`config.mk`:
```
export PLATFORM = sky130hd
export DESIGN_NAME = light_angle_interpolator
export DESIGN_NICKNAME = d
export VERILOG_FILES = /design/src/hdl/lai_pkg.sv /design/src/hdl/light_angle_interpolator.sv /design/src/hdl/lai_div.sv /design/src/hdl/lai_cordic.sv
export VERILOG_INCLUDE_DIRS = /design/src /design/src/hdl
export SDC_FILE = /design/constraint.sdc
export NUM_CORES = 2
export LEC_CHECK = 0
export ABC_CLOCK_PERIOD_IN_PS = 14800
export BUFFER_PORTS_ARGS = -buffer_cell sky130_fd_sc_hd__clkbuf_2
export CORE_ASPECT_RATIO = 1.25
export CORE_MARGIN = 3
export CORE_UTILIZATION = 45
export CTS_BUF_LIST = sky130_fd_sc_hd__clkbuf_2 sky130_fd_sc_hd__clkbuf_4 sky130_fd_sc_hd__clkbuf_8
export CTS_CLUSTER_DIAMETER = 100
export DETAILED_ROUTE_END_ITERATION = 6
export SKIP_CTS_REPAIR_TIMING = 1
export SLEW_MARGIN = 40
export SYNTH_ARGS = -nofsm -noshare
export SYNTH_HDL_FRONTEND = slang
export SYNTH_HIERARCHICAL = 1
export SYNTH_SLANG_ARGS = --single-unit
```
`constraint.sdc`:
```
create_clock -name clk_i -period 14.8 [get_ports clk_i]
set_input_delay 1.48 -clock clk_i [delete_from_list [all_inputs] [get_ports clk_i]]
set_output_delay 1.48 -clock clk_i [all_outputs]
set_load 0.02 [all_outputs]
```
`src/hdl/light_angle_interpolator_macros.svh`:
```
// Assertion macros for the light angle interpolator.
`ifndef LIGHT_ANGLE_INTERPOLATOR_MACROS_SVH
`define LIGHT_ANGLE_INTERPOLATOR_MACROS_SVH
`ifndef NO_ASSERTIONS
// Property must hold at every clock edge out of reset.
`define LAI_ASSERT(lbl, clk, rst_n, prop, msg) \
  lbl: assert property (@(posedge clk) disable iff (!rst_n) (prop)) else $error(msg);
// Condition must never be true out of reset.
`define LAI_NEVER(lbl, clk, rst_n, cond, msg) \
  lbl: assert property (@(posedge clk) disable iff (!rst_n) !(cond)) else $error(msg);
`else
`define LAI_ASSERT(lbl, clk, rst_n, prop, msg)
`define LAI_NEVER(lbl, clk, rst_n, cond, msg)
`endif
`endif

```
`src/hdl/lai_pkg.sv`:
```
// Types, constants and the arctangent table of the light angle interpolator.
package lai_pkg;

  typedef struct packed {
    logic        req_type;
    logic [14:0] dest_theta;
    logic [15:0] dest_phi;
    logic [15:0] dest_intensity;
    logic [15:0] dest_red;
    logic [15:0] dest_green;
    logic [15:0] dest_blue;
    logic [23:0] duration;
    logic [15:0] tick_time;
  } lai_in_t;

  typedef struct packed {
    logic signed [15:0] dir_x;
    logic signed [15:0] dir_y;
    logic signed [15:0] dir_z;
    logic [14:0]        theta_now;
    logic [15:0]        phi_now;
    logic [15:0]        intensity_now;
    logic [15:0]        red_now;
    logic [15:0]        green_now;
    logic [15:0]        blue_now;
    logic               busy_res;
  } lai_out_t;

  // Status of an iterative arithmetic unit.
  typedef struct packed {
    logic busy;
    logic done;
  } lai_sts_t;

  typedef enum logic [2:0] {
    ST_IDLE,
    ST_SUM,
    ST_DIV,
    ST_BLEND,
    ST_COS_T,
    ST_COS_P,
    ST_PROD,
    ST_DONE
  } lai_state_e;

  localparam logic REQ_TICK  = 1'b0;
  localparam logic REQ_START = 1'b1;

  // Interpolated value slots: angles first, then levels.
  localparam int unsigned LAI_NUM_EL = 6;
  localparam logic [2:0] EL_THETA = 3'd0;
  localparam logic [2:0] EL_PHI   = 3'd1;
  localparam logic [2:0] EL_INT   = 3'd2;
  localparam logic [2:0] EL_RED   = 3'd3;
  localparam logic [2:0] EL_GREEN = 3'd4;
  localparam logic [2:0] EL_BLUE  = 3'd5;

  // CORDIC constants, angles in 2^-29 rad, gain in Q2.30.
  localparam logic signed [33:0] LAI_GAIN    = 34'sd652032874;
  localparam logic signed [33:0] LAI_HALF_PI = 34'sd843314857;
  localparam logic signed [33:0] LAI_PI      = 34'sd1686629713;

  function automatic logic signed [33:0] lai_atan(input logic [4:0] idx);
    logic signed [33:0] v;
    case (idx)
      5'd0:  v = 34'sd421657428;
      5'd1:  v = 34'sd248918915;
      5'd2:  v = 34'sd131521918;
      5'd3:  v = 34'sd66762579;
      5'd4:  v = 34'sd33510843;
      5'd5:  v = 34'sd16771758;
      5'd6:  v = 34'sd8387925;
      5'd7:  v = 34'sd4194219;
      5'd8:  v = 34'sd2097141;
      5'd9:  v = 34'sd1048575;
      5'd10: v = 34'sd524288;
      5'd11: v = 34'sd262144;
      5'd12: v = 34'sd131072;
      5'd13: v = 34'sd65536;
      5'd14: v = 34'sd32768;
      5'd15: v = 34'sd16384;
      5'd16: v = 34'sd8192;
      5'd17: v = 34'sd4096;
      5'd18: v = 34'sd2048;
      5'd19: v = 34'sd1024;
      5'd20: v = 34'sd512;
      5'd21: v = 34'sd256;
      5'd22: v = 34'sd128;
      5'd23: v = 34'sd64;
      default: v = '0;
    endcase
    return v;
  endfunction

endpackage

```
`src/hdl/light_angle_interpolator.sv`:
```
// Light angle interpolator: keyframe blend of light angles and levels with direction output.
//
// Input channel in_valid_i / in_stall_o / in_data_i carries one beat per item: either a
// start beat (captures the current values, stores destination and duration) or a tick
// beat (advances elapsed time and re-blends while a run is active). Every input beat
// produces exactly one result beat on out_valid_o / out_stall_i / out_data_o holding the
// current angles, levels, run flag and the unit direction.
// The block takes one item at a time; in_stall_o is high from acceptance until the
// result is moved into the output register. Per item: an accept step, two CORDIC
// passes of range reduction, rotation and rounding, the two direction products and
// the load into the output register. A tick during a run adds a time-sum step, the
// divider (skipped for a zero duration) and multiply-accumulate steps for six blends.
// The result sits in an output register, so the next item is taken while it waits; a
// stalled receiver only holds back the load of the following result.
// Reset clears all light state to zero and stops any run; the output and direction registers are not reset.
`include "light_angle_interpolator_macros.svh"

module light_angle_interpolator import lai_pkg::*; #(
  parameter int unsigned TIME_BITS     = 24,
  parameter int unsigned FRACTION_BITS = 16,
  parameter int unsigned CORDIC_STEPS  = 16
) (
  input  logic     clk_i,
  input  logic     rst_ni,
  input  logic     in_valid_i,
  output logic     in_stall_o,
  input  lai_in_t  in_data_i,
  output logic     out_valid_o,
  input  logic     out_stall_i,
  output lai_out_t out_data_o
);
  localparam int unsigned TB   = TIME_BITS;
  localparam int unsigned FB   = FRACTION_BITS;
  localparam int unsigned MB   = (FB + 2 > 16) ? FB + 2 : 16;  // multiplier b width
  localparam int unsigned PW   = 17 + MB;
  localparam int unsigned AW   = PW + 1;
  localparam int unsigned SUMW = ((TB > 16) ? TB : 16) + 1;
  localparam logic [FB:0]            FULL  = {1'b1, {FB{1'b0}}};
  localparam logic signed [AW-1:0]   HALF  = AW'(1) << (FB - 1);
  localparam logic signed [AW-1:0]   RND14 = AW'(1) << 13;

  lai_state_e state_q, state_d;

  logic [15:0]        cur_q   [LAI_NUM_EL];
  logic [15:0]        start_q [LAI_NUM_EL];
  logic [15:0]        goal_q  [LAI_NUM_EL];
  logic [TB-1:0]      span_q, elapsed_q, el_d;
  logic [15:0]        tick_q;
  logic               running_q, running_d;
  logic [FB:0]        f_q;
  logic [2:0]         el_q;
  logic               tm_q;
  logic signed [AW-1:0] acc_q, acc_d;
  logic signed [16:0]   mul_a;
  logic signed [MB-1:0] mul_b;
  logic signed [PW-1:0] prod;
  logic signed [15:0] st_q, ct_q, dx_q, dy_q;
  logic [SUMW-1:0]    sum;
  logic               over, span_zero, in_acc, out_load;
  logic [15:0]        blend_val;
  lai_out_t           out_q;
  logic               out_valid_q;

  lai_sts_t           div_sts, cor_sts;
  logic [FB:0]        div_quo;
  logic               div_start, cor_start;
  logic [15:0]        cor_angle;
  logic signed [15:0] cor_sin, cor_cos;

  assign in_stall_o = (state_q != ST_IDLE);
  assign in_acc     = in_valid_i && !in_stall_o;
  assign out_load   = (state_q == ST_DONE) && (!out_valid_q || !out_stall_i);

  // elapsed time update, clamped at the duration
  assign sum       = SUMW'(elapsed_q) + SUMW'(tick_q);
  assign over      = sum > SUMW'(span_q);
  assign span_zero = (span_q == '0);
  assign el_d      = over ? span_q : sum[TB-1:0];
  assign running_d = !(over || span_zero);

  // shared multiplier: blend terms, then the two direction products
  always_comb begin
    if (state_q == ST_PROD) begin
      mul_a = 17'(st_q);
      mul_b = MB'(tm_q ? cor_sin : cor_cos);
    end else begin
      mul_a = {1'b0, tm_q ? goal_q[el_q] : start_q[el_q]};
      mul_b = tm_q ? MB'(f_q) : MB'(FULL - f_q);
    end
  end
  assign prod = mul_a * mul_b;

  always_comb begin
    if (state_q == ST_PROD)  acc_d = RND14 + AW'(prod);
    else if (tm_q)           acc_d = acc_q + AW'(prod);
    else                     acc_d = HALF + AW'(prod);
  end
  assign blend_val = acc_d[FB+15:FB];

  // next state
  always_comb begin
    state_d = state_q;
    unique case (state_q)
      ST_IDLE: begin
        if (in_acc) begin
          if (in_data_i.req_type == REQ_START || !running_q) state_d = ST_COS_T;
          else                                               state_d = ST_SUM;
        end
      end
      ST_SUM:   state_d = span_zero ? ST_BLEND : ST_DIV;
      ST_DIV:   if (div_sts.done) state_d = ST_BLEND;
      ST_BLEND: if (tm_q && el_q == EL_BLUE) state_d = ST_COS_T;
      ST_COS_T: if (cor_sts.done) state_d = ST_COS_P;
      ST_COS_P: if (cor_sts.done) state_d = ST_PROD;
      ST_PROD:  if (tm_q) state_d = ST_DONE;
      ST_DONE:  if (out_load) state_d = ST_IDLE;
      default:  state_d = ST_IDLE;
    endcase
  end

  // unit launches
  always_comb begin
    div_start = (state_q == ST_SUM) && !span_zero;
    cor_start = ((state_q != ST_COS_T) && (state_d == ST_COS_T)) ||
                ((state_q == ST_COS_T) && (state_d == ST_COS_P));
    cor_angle = (state_d == ST_COS_P) ? cur_q[EL_PHI] : {1'b0, cur_q[EL_THETA][14:0]};
  end

  always_ff @(posedge clk_i or negedge rst_ni) begin
    if (!rst_ni) begin
      state_q     <= ST_IDLE;
      running_q   <= 1'b0;
      span_q      <= '0;
      elapsed_q   <= '0;
      out_valid_q <= 1'b0;
      el_q        <= '0;
      tm_q        <= 1'b0;
      for (int i = 0; i < LAI_NUM_EL; i++) begin
        cur_q[i]   <= '0;
        start_q[i] <= '0;
        goal_q[i]  <= '0;
      end
    end else begin
      state_q <= state_d;
      if (out_load)                      out_valid_q <= 1'b1;
      else if (out_valid_q && !out_stall_i) out_valid_q <= 1'b0;

      if (in_acc && in_data_i.req_type == REQ_START) begin
        for (int i = 0; i < LAI_NUM_EL; i++) start_q[i] <= cur_q[i];
        goal_q[EL_THETA] <= {1'b0, in_data_i.dest_theta};
        goal_q[EL_PHI]   <= in_data_i.dest_phi;
        goal_q[EL_INT]   <= in_data_i.dest_intensity;
        goal_q[EL_RED]   <= in_data_i.dest_red;
        goal_q[EL_GREEN] <= in_data_i.dest_green;
        goal_q[EL_BLUE]  <= in_data_i.dest_blue;
        span_q    <= TB'(in_data_i.duration);
        elapsed_q <= '0;
        running_q <= 1'b1;
      end

      if (state_q == ST_SUM) begin
        elapsed_q <= el_d;
        running_q <= running_d;
        el_q      <= EL_THETA;
        tm_q      <= 1'b0;
      end

      if (state_q == ST_BLEND) begin
        tm_q <= ~tm_q;
        if (tm_q) begin
          cur_q[el_q] <= (el_q == EL_THETA) ? {1'b0, blend_val[14:0]} : blend_val;
          el_q        <= el_q + 1'b1;
        end
      end

      if (state_q == ST_COS_P && cor_sts.done) tm_q <= 1'b0;
      if (state_q == ST_PROD) tm_q <= ~tm_q;
    end
  end

  // payload registers
  always_ff @(posedge clk_i) begin
    if (in_acc) tick_q <= in_data_i.tick_time;
    if (state_q == ST_SUM && span_zero) f_q <= FULL;
    if (state_q == ST_DIV && div_sts.done) f_q <= div_quo;
    if (state_q == ST_BLEND || state_q == ST_PROD) acc_q <= acc_d;
    if (state_q == ST_COS_T && cor_sts.done) begin
      st_q <= cor_sin;
      ct_q <= cor_cos;
    end
    if (state_q == ST_PROD) begin
      if (tm_q) dy_q <= acc_d[29:14];
      else      dx_q <= acc_d[29:14];
    end
    if (out_load) begin
      out_q.dir_x         <= dx_q;
      out_q.dir_y         <= dy_q;
      out_q.dir_z         <= ct_q;
      out_q.theta_now     <= cur_q[EL_THETA][14:0];
      out_q.phi_now       <= cur_q[EL_PHI];
      out_q.intensity_now <= cur_q[EL_INT];
      out_q.red_now       <= cur_q[EL_RED];
      out_q.green_now     <= cur_q[EL_GREEN];
      out_q.blue_now      <= cur_q[EL_BLUE];
      out_q.busy_res      <= running_q;
    end
  end

  lai_div #(
    .TIME_BITS    (TIME_BITS),
    .FRACTION_BITS(FRACTION_BITS)
  ) u_div (
    .clk_i  (clk_i),
    .rst_ni (rst_ni),
    .start_i(div_start),
    .num_i  (el_d),
    .den_i  (span_q),
    .sts_o  (div_sts),
    .quo_o  (div_quo)
  );

  lai_cordic #(
    .CORDIC_STEPS(CORDIC_STEPS)
  ) u_cordic (
    .clk_i  (clk_i),
    .rst_ni (rst_ni),
    .start_i(cor_start),
    .angle_i(cor_angle),
    .sts_o  (cor_sts),
    .sin_o  (cor_sin),
    .cos_o  (cor_cos)
  );

  assign out_valid_o = out_valid_q;
  assign out_data_o  = out_q;

  `LAI_ASSERT(a_out_from_done, clk_i, rst_ni, $rose(out_valid_q) |-> $past(state_q) == ST_DONE, "result loaded outside done state")
  `LAI_ASSERT(a_elapsed_le_span, clk_i, rst_ni, elapsed_q <= span_q, "elapsed time past duration")
  `LAI_ASSERT(a_fraction_range, clk_i, rst_ni, (state_q == ST_BLEND) |-> (f_q <= FULL), "fraction above one")
  `LAI_NEVER(a_idle_unit_busy, clk_i, rst_ni, (state_q == ST_IDLE) && (div_sts.busy || cor_sts.busy), "arithmetic unit busy while idle")
endmodule

```
`src/hdl/lai_div.sv`:
```
// Restoring divider for the interpolation fraction, one quotient bit per cycle.
module lai_div import lai_pkg::*; #(
  parameter int unsigned TIME_BITS     = 24,
  parameter int unsigned FRACTION_BITS = 16
) (
  input  logic                   clk_i,
  input  logic                   rst_ni,
  input  logic                   start_i,
  input  logic [TIME_BITS-1:0]   num_i,
  input  logic [TIME_BITS-1:0]   den_i,
  output lai_sts_t               sts_o,
  output logic [FRACTION_BITS:0] quo_o
);
  localparam int unsigned TB  = TIME_BITS;
  localparam int unsigned QW  = FRACTION_BITS + 1;
  localparam int unsigned CNW = $clog2(QW + 1);

  logic [TB:0]     rem_q, trial, diff;
  logic [TB-1:0]   den_q;
  logic [QW-1:0]   quo_q;
  logic [CNW-1:0]  cnt_q;
  logic            busy_q, done_q, first_q, ge;

  // First step compares the numerator as is (quotient may reach 2^FB).
  assign trial = first_q ? rem_q : {rem_q[TB-1:0], 1'b0};
  assign ge    = trial >= {1'b0, den_q};
  assign diff  = trial - {1'b0, den_q};

  always_ff @(posedge clk_i or negedge rst_ni) begin
    if (!rst_ni) begin
      busy_q  <= 1'b0;
      done_q  <= 1'b0;
      first_q <= 1'b0;
      cnt_q   <= '0;
    end else begin
      done_q <= 1'b0;
      if (start_i) begin
        busy_q  <= 1'b1;
        first_q <= 1'b1;
        cnt_q   <= CNW'(QW);
      end else if (busy_q) begin
        first_q <= 1'b0;
        cnt_q   <= cnt_q - 1'b1;
        if (cnt_q == CNW'(1)) begin
          busy_q <= 1'b0;
          done_q <= 1'b1;
        end
      end
    end
  end

  always_ff @(posedge clk_i) begin
    if (start_i) begin
      rem_q <= {1'b0, num_i};
      den_q <= den_i;
    end else if (busy_q) begin
      rem_q <= ge ? diff : trial;
      quo_q <= {quo_q[QW-2:0], ge};
    end
  end

  assign sts_o = '{busy: busy_q, done: done_q};
  assign quo_o = quo_q;
endmodule

```
`src/hdl/lai_cordic.sv`:
```
// Iterative rotation CORDIC: sine and cosine of one angle in Q1.14.
module lai_cordic import lai_pkg::*; #(
  parameter int unsigned CORDIC_STEPS = 16
) (
  input  logic               clk_i,
  input  logic               rst_ni,
  input  logic               start_i,
  input  logic [15:0]        angle_i,
  output lai_sts_t           sts_o,
  output logic signed [15:0] sin_o,
  output logic signed [15:0] cos_o
);
  localparam int unsigned SW = $clog2(CORDIC_STEPS);

  logic signed [33:0] x_q, y_q, z_q, xs, ys, at, xf, yf;
  logic signed [15:0] sin_q, cos_q;
  logic [SW-1:0]      step_q;
  logic               busy_q, rot_q, fin_q, done_q, flip_q;

  function automatic logic signed [15:0] round_clamp(input logic signed [33:0] v);
    logic signed [33:0] r;
    r = (v + 34'sd32768) >>> 16;
    if (r > 34'sd16384) r = 34'sd16384;
    if (r < -34'sd16384) r = -34'sd16384;
    return 16'(r);
  endfunction

  assign xs = x_q >>> step_q;
  assign ys = y_q >>> step_q;
  assign at = lai_atan(5'(step_q));
  assign xf = flip_q ? -x_q : x_q;
  assign yf = flip_q ? -y_q : y_q;

  always_ff @(posedge clk_i or negedge rst_ni) begin
    if (!rst_ni) begin
      busy_q <= 1'b0;
      rot_q  <= 1'b0;
      fin_q  <= 1'b0;
      done_q <= 1'b0;
      step_q <= '0;
    end else begin
      done_q <= 1'b0;
      if (start_i) begin
        busy_q <= 1'b1;
        rot_q  <= 1'b0;
        fin_q  <= 1'b0;
        step_q <= '0;
      end else if (busy_q && fin_q) begin
        busy_q <= 1'b0;
        fin_q  <= 1'b0;
        done_q <= 1'b1;
      end else if (busy_q && rot_q) begin
        step_q <= step_q + 1'b1;
        if (step_q == SW'(CORDIC_STEPS - 1)) begin
          rot_q <= 1'b0;
          fin_q <= 1'b1;
        end
      end else if (busy_q && !(z_q > LAI_HALF_PI)) begin
        rot_q <= 1'b1;
      end
    end
  end

  always_ff @(posedge clk_i) begin
    if (start_i) begin
      z_q    <= {2'b00, angle_i, 16'h0000};
      x_q    <= LAI_GAIN;
      y_q    <= '0;
      flip_q <= 1'b0;
    end else if (busy_q && fin_q) begin
      cos_q <= round_clamp(xf);
      sin_q <= round_clamp(yf);
    end else if (busy_q && rot_q) begin
      if (z_q >= 0) begin
        x_q <= x_q - ys;
        y_q <= y_q + xs;
        z_q <= z_q - at;
      end else begin
        x_q <= x_q + ys;
        y_q <= y_q - xs;
        z_q <= z_q + at;
      end
    end else if (busy_q && (z_q > LAI_HALF_PI)) begin
      // range reduction: one half turn per cycle
      z_q    <= z_q - LAI_PI;
      flip_q <= ~flip_q;
    end
  end

  assign sts_o = '{busy: busy_q, done: done_q};
  assign sin_o = sin_q;
  assign cos_o = cos_q;
endmodule
```
== Yosys cells after proc, flatten, opt, wreduce, memory -nomap -nowiden ==
Memories as Yosys holds them, arrays and structs flattened.
Cells that the tools add are included.
Storage, ports and cells
  flip-flop bits (word level): 838
  ROM bits: 464
  input port bits: 140
  logic and storage cells: 264
  memories: 1
Memory list
  (no name shown): depth 16, width 29, read ports 1, clocked after memory_dff 0, write ports 0, line lai_pkg.sv:65  | case (idx)
Operators by class
  add/sub/neg operators: 20
  $mul: 1
  order comparisons: 10
  equality and inequality tests: 15
  shift-type cells: 2
  multiplexer cells: 89
  bitwise operators: 7
  reduce and logical (&&, ||, !) cells: 57
Operator list (count)
  $mux W34: 13
  $mux W16: 8
  $mux W24: 5
  $add A34 B34 Y34: 3
  $sub A34 B34 Y34: 3
  $bmux W16 S3: 2
  $bwmux W96: 1
  $mux W36: 2
  $add A34 B17 Y34 const B: 2
  $lt A34 B15 Y1 const B: 2
  $neg A34 Y34: 2
  $sshr A34 B4 Y34: 2
  $mux W32: 2
  $mux W18: 3
  $mux W17: 3
  $mux W25: 2
  $demux W16 S3: 1
  $add A15 B35 Y36 const A: 1
  $add A17 B35 Y36 const A: 1
  $add A36 B35 Y36: 1
  $gt A18 B16 Y1 const B: 2
  $mul A17 B18 Y35: 1
  $ge A34 B1 Y1 const B: 1
  $gt A34 B31 Y1 const B: 1
  35 further kinds: 137

== Longest topological paths before layout ==
  word-level depth: 12
  mapped depth: 44
  mapped depth without buffers: 41

== By module ==
The synthesis kept the hierarchy.
By module, submodules not included
  light_angle_interpolator: times used 1, cells an instance 3893, area an instance 39461.6 um^2, seq. area each 16806.1 um^2
  lai_cordic: times used 1, cells an instance 2407, area an instance 18724.2 um^2, seq. area each 3383.2 um^2
  lai_div: times used 1, cells an instance 448, area an instance 4678.2 um^2, seq. area each 2172.1 um^2

== Least setup slack after synthesis ==
Ideal clock, no wire load.
  kind: input to register
  start point: input out_stall_i
  end point: register u_cordic.cos_q[0] (netlist: u_cordic/cos_o[0]) (enable)
  setup time: 0.393 ns
  arrival: 10.753 ns
  slack: 3.655 ns
  cell stages on the path: 5
  path buffers: 0
  cells stage by stage: a21oi_1 > o21ai_0 > nor3b_1 > clkinv_1 > and3_1
Between the ends
  longest elaborated chain between the ends: 10
  elaborated cells on any way between the ends: 12
  classes of those cells: 2 x eq/ne; 2 x mux; 1 x bitwise; 7 x reduce/logical
RTL lines
  start: declaration: line light_angle_interpolator.sv:29  | input logic out_stall_i,
  $logic_not A1 Y1 *: line light_angle_interpolator.sv:72  | assign out_load = (state_q == ST_DONE) && (!out_valid_q || !out_stall_i);
  $logic_or A1 B1 Y1 *: line light_angle_interpolator.sv:72
  $logic_and A1 B1 Y1 *: line light_angle_interpolator.sv:72
  $mux W3 *: line light_angle_interpolator.sv:116  | ST_DONE: if (out_load) state_d = ST_IDLE;
  $pmux W3 S8 *: line light_angle_interpolator.sv:103  | unique case (state_q)
  via state_d[2]: line light_angle_interpolator.sv:42  | lai_state_e state_q, state_d;
  $eq A3 B3 Y1, on equally long branches: line light_angle_interpolator.sv:124, light_angle_interpolator.sv:125
  $logic_and A1 B1 Y1, on equally long branches: line light_angle_interpolator.sv:124, light_angle_interpolator.sv:125
  $logic_or A1 B1 Y1 *: line light_angle_interpolator.sv:124  | cor_start = ((state_q != ST_COS_T) && (state_d == ST_COS_T)) ||
  via cor_start: line light_angle_interpolator.sv:66  | logic div_start, cor_start;
  $not A1 Y1 (no line) *
  $reduce_and A2 Y1 (no line) *
  end signal: assignment: line lai_cordic.sv:71  | cos_q <= round_clamp(xf);
  end: declaration: line lai_cordic.sv:16  | logic signed [15:0] sin_q, cos_q;
Mark *: on every way through the listed nets, which the timed path passes. The rest lies on a longest branch.
A chain may end at the register's enable or synchronous reset.

== Worst setup path in the final report ==
  start point: register el_q[0]
  end point: register acc_q[31], data pin
Between the ends
  longest elaborated chain between the ends: 10
  elaborated cells on any way between the ends: 15
  classes of those cells: 3 x add/sub; 1 x mul; 10 x mux; 1 x bitwise
RTL lines
  start: declaration: line light_angle_interpolator.sv:51  | logic [2:0] el_q;
  start signal: assignment: line light_angle_interpolator.sv:172  | el_q <= el_q + 1'b1;
  $not A3 Y4 (implied by the code) *: line light_angle_interpolator.sv:87  | mul_a = {1'b0, tm_q ? goal_q[el_q] : start_q[el_q]};
  $bmux W16 S3: line light_angle_interpolator.sv:87
  $mux W16 (implied by the code) (2 in a row): line light_angle_interpolator.sv:87
  $mux W16 *: line light_angle_interpolator.sv:87
  $mux W17 *: line light_angle_interpolator.sv:83  | if (state_q == ST_PROD) begin
  $mul A17 B18 Y35 *: line light_angle_interpolator.sv:91  | assign prod = mul_a * mul_b;
  $add A36 B35 Y36 / $add A17 B35 Y36 (equally long branches): line light_angle_interpolator.sv:95, light_angle_interpolator.sv:96
  $mux W36: line light_angle_interpolator.sv:95  | else if (tm_q) acc_d = acc_q + AW'(prod);
  $mux W36 *: line light_angle_interpolator.sv:94  | if (state_q == ST_PROD) acc_d = RND14 + AW'(prod);
  via acc_d[31]: line light_angle_interpolator.sv:53  | logic signed [AW-1:0] acc_q, acc_d;
  end signal: assignment: line light_angle_interpolator.sv:186  | if (state_q == ST_BLEND || state_q == ST_PROD) acc_q <= acc_d;
  end: declaration: line light_angle_interpolator.sv:53
Mark *: on every way through the listed nets, which the timed path passes. The rest lies on a longest branch. The select of a mux whose other input is x is not followed.

==> flow_summary.ini <==
[synth]
synthesis.area_sq_mm = 0.0628
ys.warnings.count = 6
syn_inst = 6746
synth_fp_nets = 7484
avgSynthCellArea_sq_um = 9.32

[sta]
period_minus_slack_ns = 11.42
slew_headroom_pct = 42.1
timing.final.crit_share_pct = 77.2
finalSetupTns_ns = 0
clock_skew_ns = 0.0544
maxSlewViolCount = 0
worst_pin_slew_ns = 0.863
final_hold_viol_count = 0
clock.fmax_mhz = 87.6
rsz0062_at_grt = no
setup_violations = 0

[route]
wl_per_cell_um = 22.6
routed_wl_um = 201000
viasPerCell = 5.78
dr.pass1.iters = 6
antenna_left = 0
first_iter_violations = 4440
vias = 51300
route.detailed.drc = 0

[pwr]
cellLeakagePower_nw = 29.8
ir_worst_vdd_v = 0.0000660
powerDensity_mw_per_mm2 = 68.3

[worst_setup_path]
r2r_end = acc_q[31]$_DFFE_PP_
cp-start-kind = flip-flop
arrival_ns = 12.05
crit_type = flip-flop to flip-flop
r2r-start = el_q[0]$_DFF_PN0_
worst-r2r-setup-slack_ns = 3.38
crit_path_max_fanout = 37
end_kind = flip-flop
cpPeakStageDelay_ns = 0.72
critPathSlowestCell = dfrtp_4
worst_path_most_repeated_cell = inv_1
crit_required_ns = 15.43
reg2regPathDepth = 37

[job]
max_cap_viol_count = 0

[cells_and_area]
layout_commonest_cell = nand2_1
layout-drive-gt1-share_pct = 14.3
fillCellCount = 13000
areaGrowthSynthToFinish_pct = 10.2
post-route-util_pct = 50.2
nets = 7649
layout_common_cells = 1211 x nand2_1, 562 x inv_1, 473 x nor2_1
instances_no_fill = 8881

[global_routing]
antenna_found_initial = 6
grt_use_total_pct = 27.5
grt_pass1_vias = 51300
grt_overflow_total = 0
grt_max_degree = 145
grt_first_pass_wirelength_um = 308000

[place]
place_inst = 8614
dp_hpwl_um = 150000
gp_congestion = 0.950
numPortBuffers = 285

[clocking]
insertion_delay_ns = 0.91
path_clk_slew_ns = 0.07
cts_buffers = 142
clk_path_buf_depth = 3
numClockSinks = 834
cts_tree = done
cts_htree_levels = 4
clockRootBuffer = clkbuf_8

[floorplan]
die_height_um = 424
die_x_um = 340
start_util_pct = 45.5
core_sq_mm = 0.138
io_pins = 286
num_rows = 152
dieArea_sq_mm = 0.144

[worst_hold_path]
whs_endpoint = out_data_o[140]$_DFFE_PP_
hold_path.startpoint = dx_q[12]$_DFFE_PP_
holdCritPathClass = flip-flop to flip-flop
min_path_cells = 0

[run_status]
run_status = finished, final reports clean
## stage by stage
step / hold slack (ns) / total power [mW] / setup WS (ns) / area (sq um)
after CTS: 0.413 / 4.79 / 3.44 / 69200
after global routing: 0.426 / 4.90 / 2.99 / 69200
after global placement: 0.403 / 2.50 / 3.63 / 66000
after detailed placement: 0.405 / 2.50 / 3.48 / 66100
final: 0.417 / 4.73 / 3.38 / 69300
after floorplan: 0.400 / 2.45 / 3.65 / 62800
## metal layers
metal / vias to the layer above / share of wire, % / GRT usage [%]
met5: - / 0.020 / 0
met4: 6 / 4.8 / 12.5
met3: 483 / 6.8 / 4.32
met2: 1945 / 48 / 46.2
met1: 25200 / 40 / 34.9
li1: 23700 / - / -
## flip-flops by register name, summed over array words and instances (netlist names), 24 cells and up
signal / count
out_data_o: 144
cur_q: 96
start_q: 96
goal_q: 95
u_cordic/x_q: 34
u_cordic/y_q: 34
u_cordic/z_q: 34
acc_q: 32
u_div/rem_q: 25
elapsed_q: 24
span_q: 24
u_div/den_q: 24
## layout make-up
| type | count | area (sq um) | share of cell area (%) |
|---|---|---|---|
| Timing Repair Buffer | 371 | 2160 | 3.13 |
| Multi-Input combinational cell | 4989 | 37100 | 53.6 |
| Tap cell | 1848 | 2310 | 3.34 |
| Antenna cell | 4 | 10.0 | 0.0145 |
| Inverter | 573 | 2150 | 3.11 |
| Clock inverter | 61 | 598 | 0.864 |
| Sequential cell | 834 | 22400 | 32.3 |
| Clock buffer | 201 | 2500 | 3.61 |
## worst max path at each step
| stage | start | end | slack (ns) | cells after the start |
|---|---|---|---|---|
| detailed placement | el_q[0]$_DFF_PN0_ | dy_q[14]$_DFFE_PP_ | 3.48 | 34 |
| floorplan | out_stall_i | u_cordic/cos_o[0]$_SDFFCE_PP0P_ | 3.65 | 5 |
| CTS | el_q[0]$_DFF_PN0_ | acc_q[28]$_DFFE_PP_ | 3.44 | 34 |
| global placement | el_q[0]$_DFF_PN0_ | acc_q[31]$_DFFE_PP_ | 3.63 | 38 |
| global route | el_q[0]$_DFF_PN0_ | acc_q[28]$_DFFE_PP_ | 2.99 | 33 |
| finish | el_q[0]$_DFF_PN0_ | acc_q[31]$_DFFE_PP_ | 3.38 | 37 |
## critical path, delay by kind of cell, from the launching register on
family                   cells  cell delay (ns)
adder cells (fa/ha/maj)      8             4.02
AND/OR/NAND/NOR              3             0.32
flip-flops                   1             0.72
XOR/XNOR                     3             1.04
multiplexers                 1             0.59
buffers and inverters        9             1.46
AO/OA/AOI/OAI               13             2.98
## where the power goes
| group | switching [mW] | internal [mW] |
|---|---|---|
| clock network | 1.10 | 1.18 |
| registers | 0.0000000000000000165 | 2.41 |
| logic | 0.0301 | 0.0152 |
| total | 1.13 | 3.60 |
Note: power is estimated with default switching activity, not from simulation.
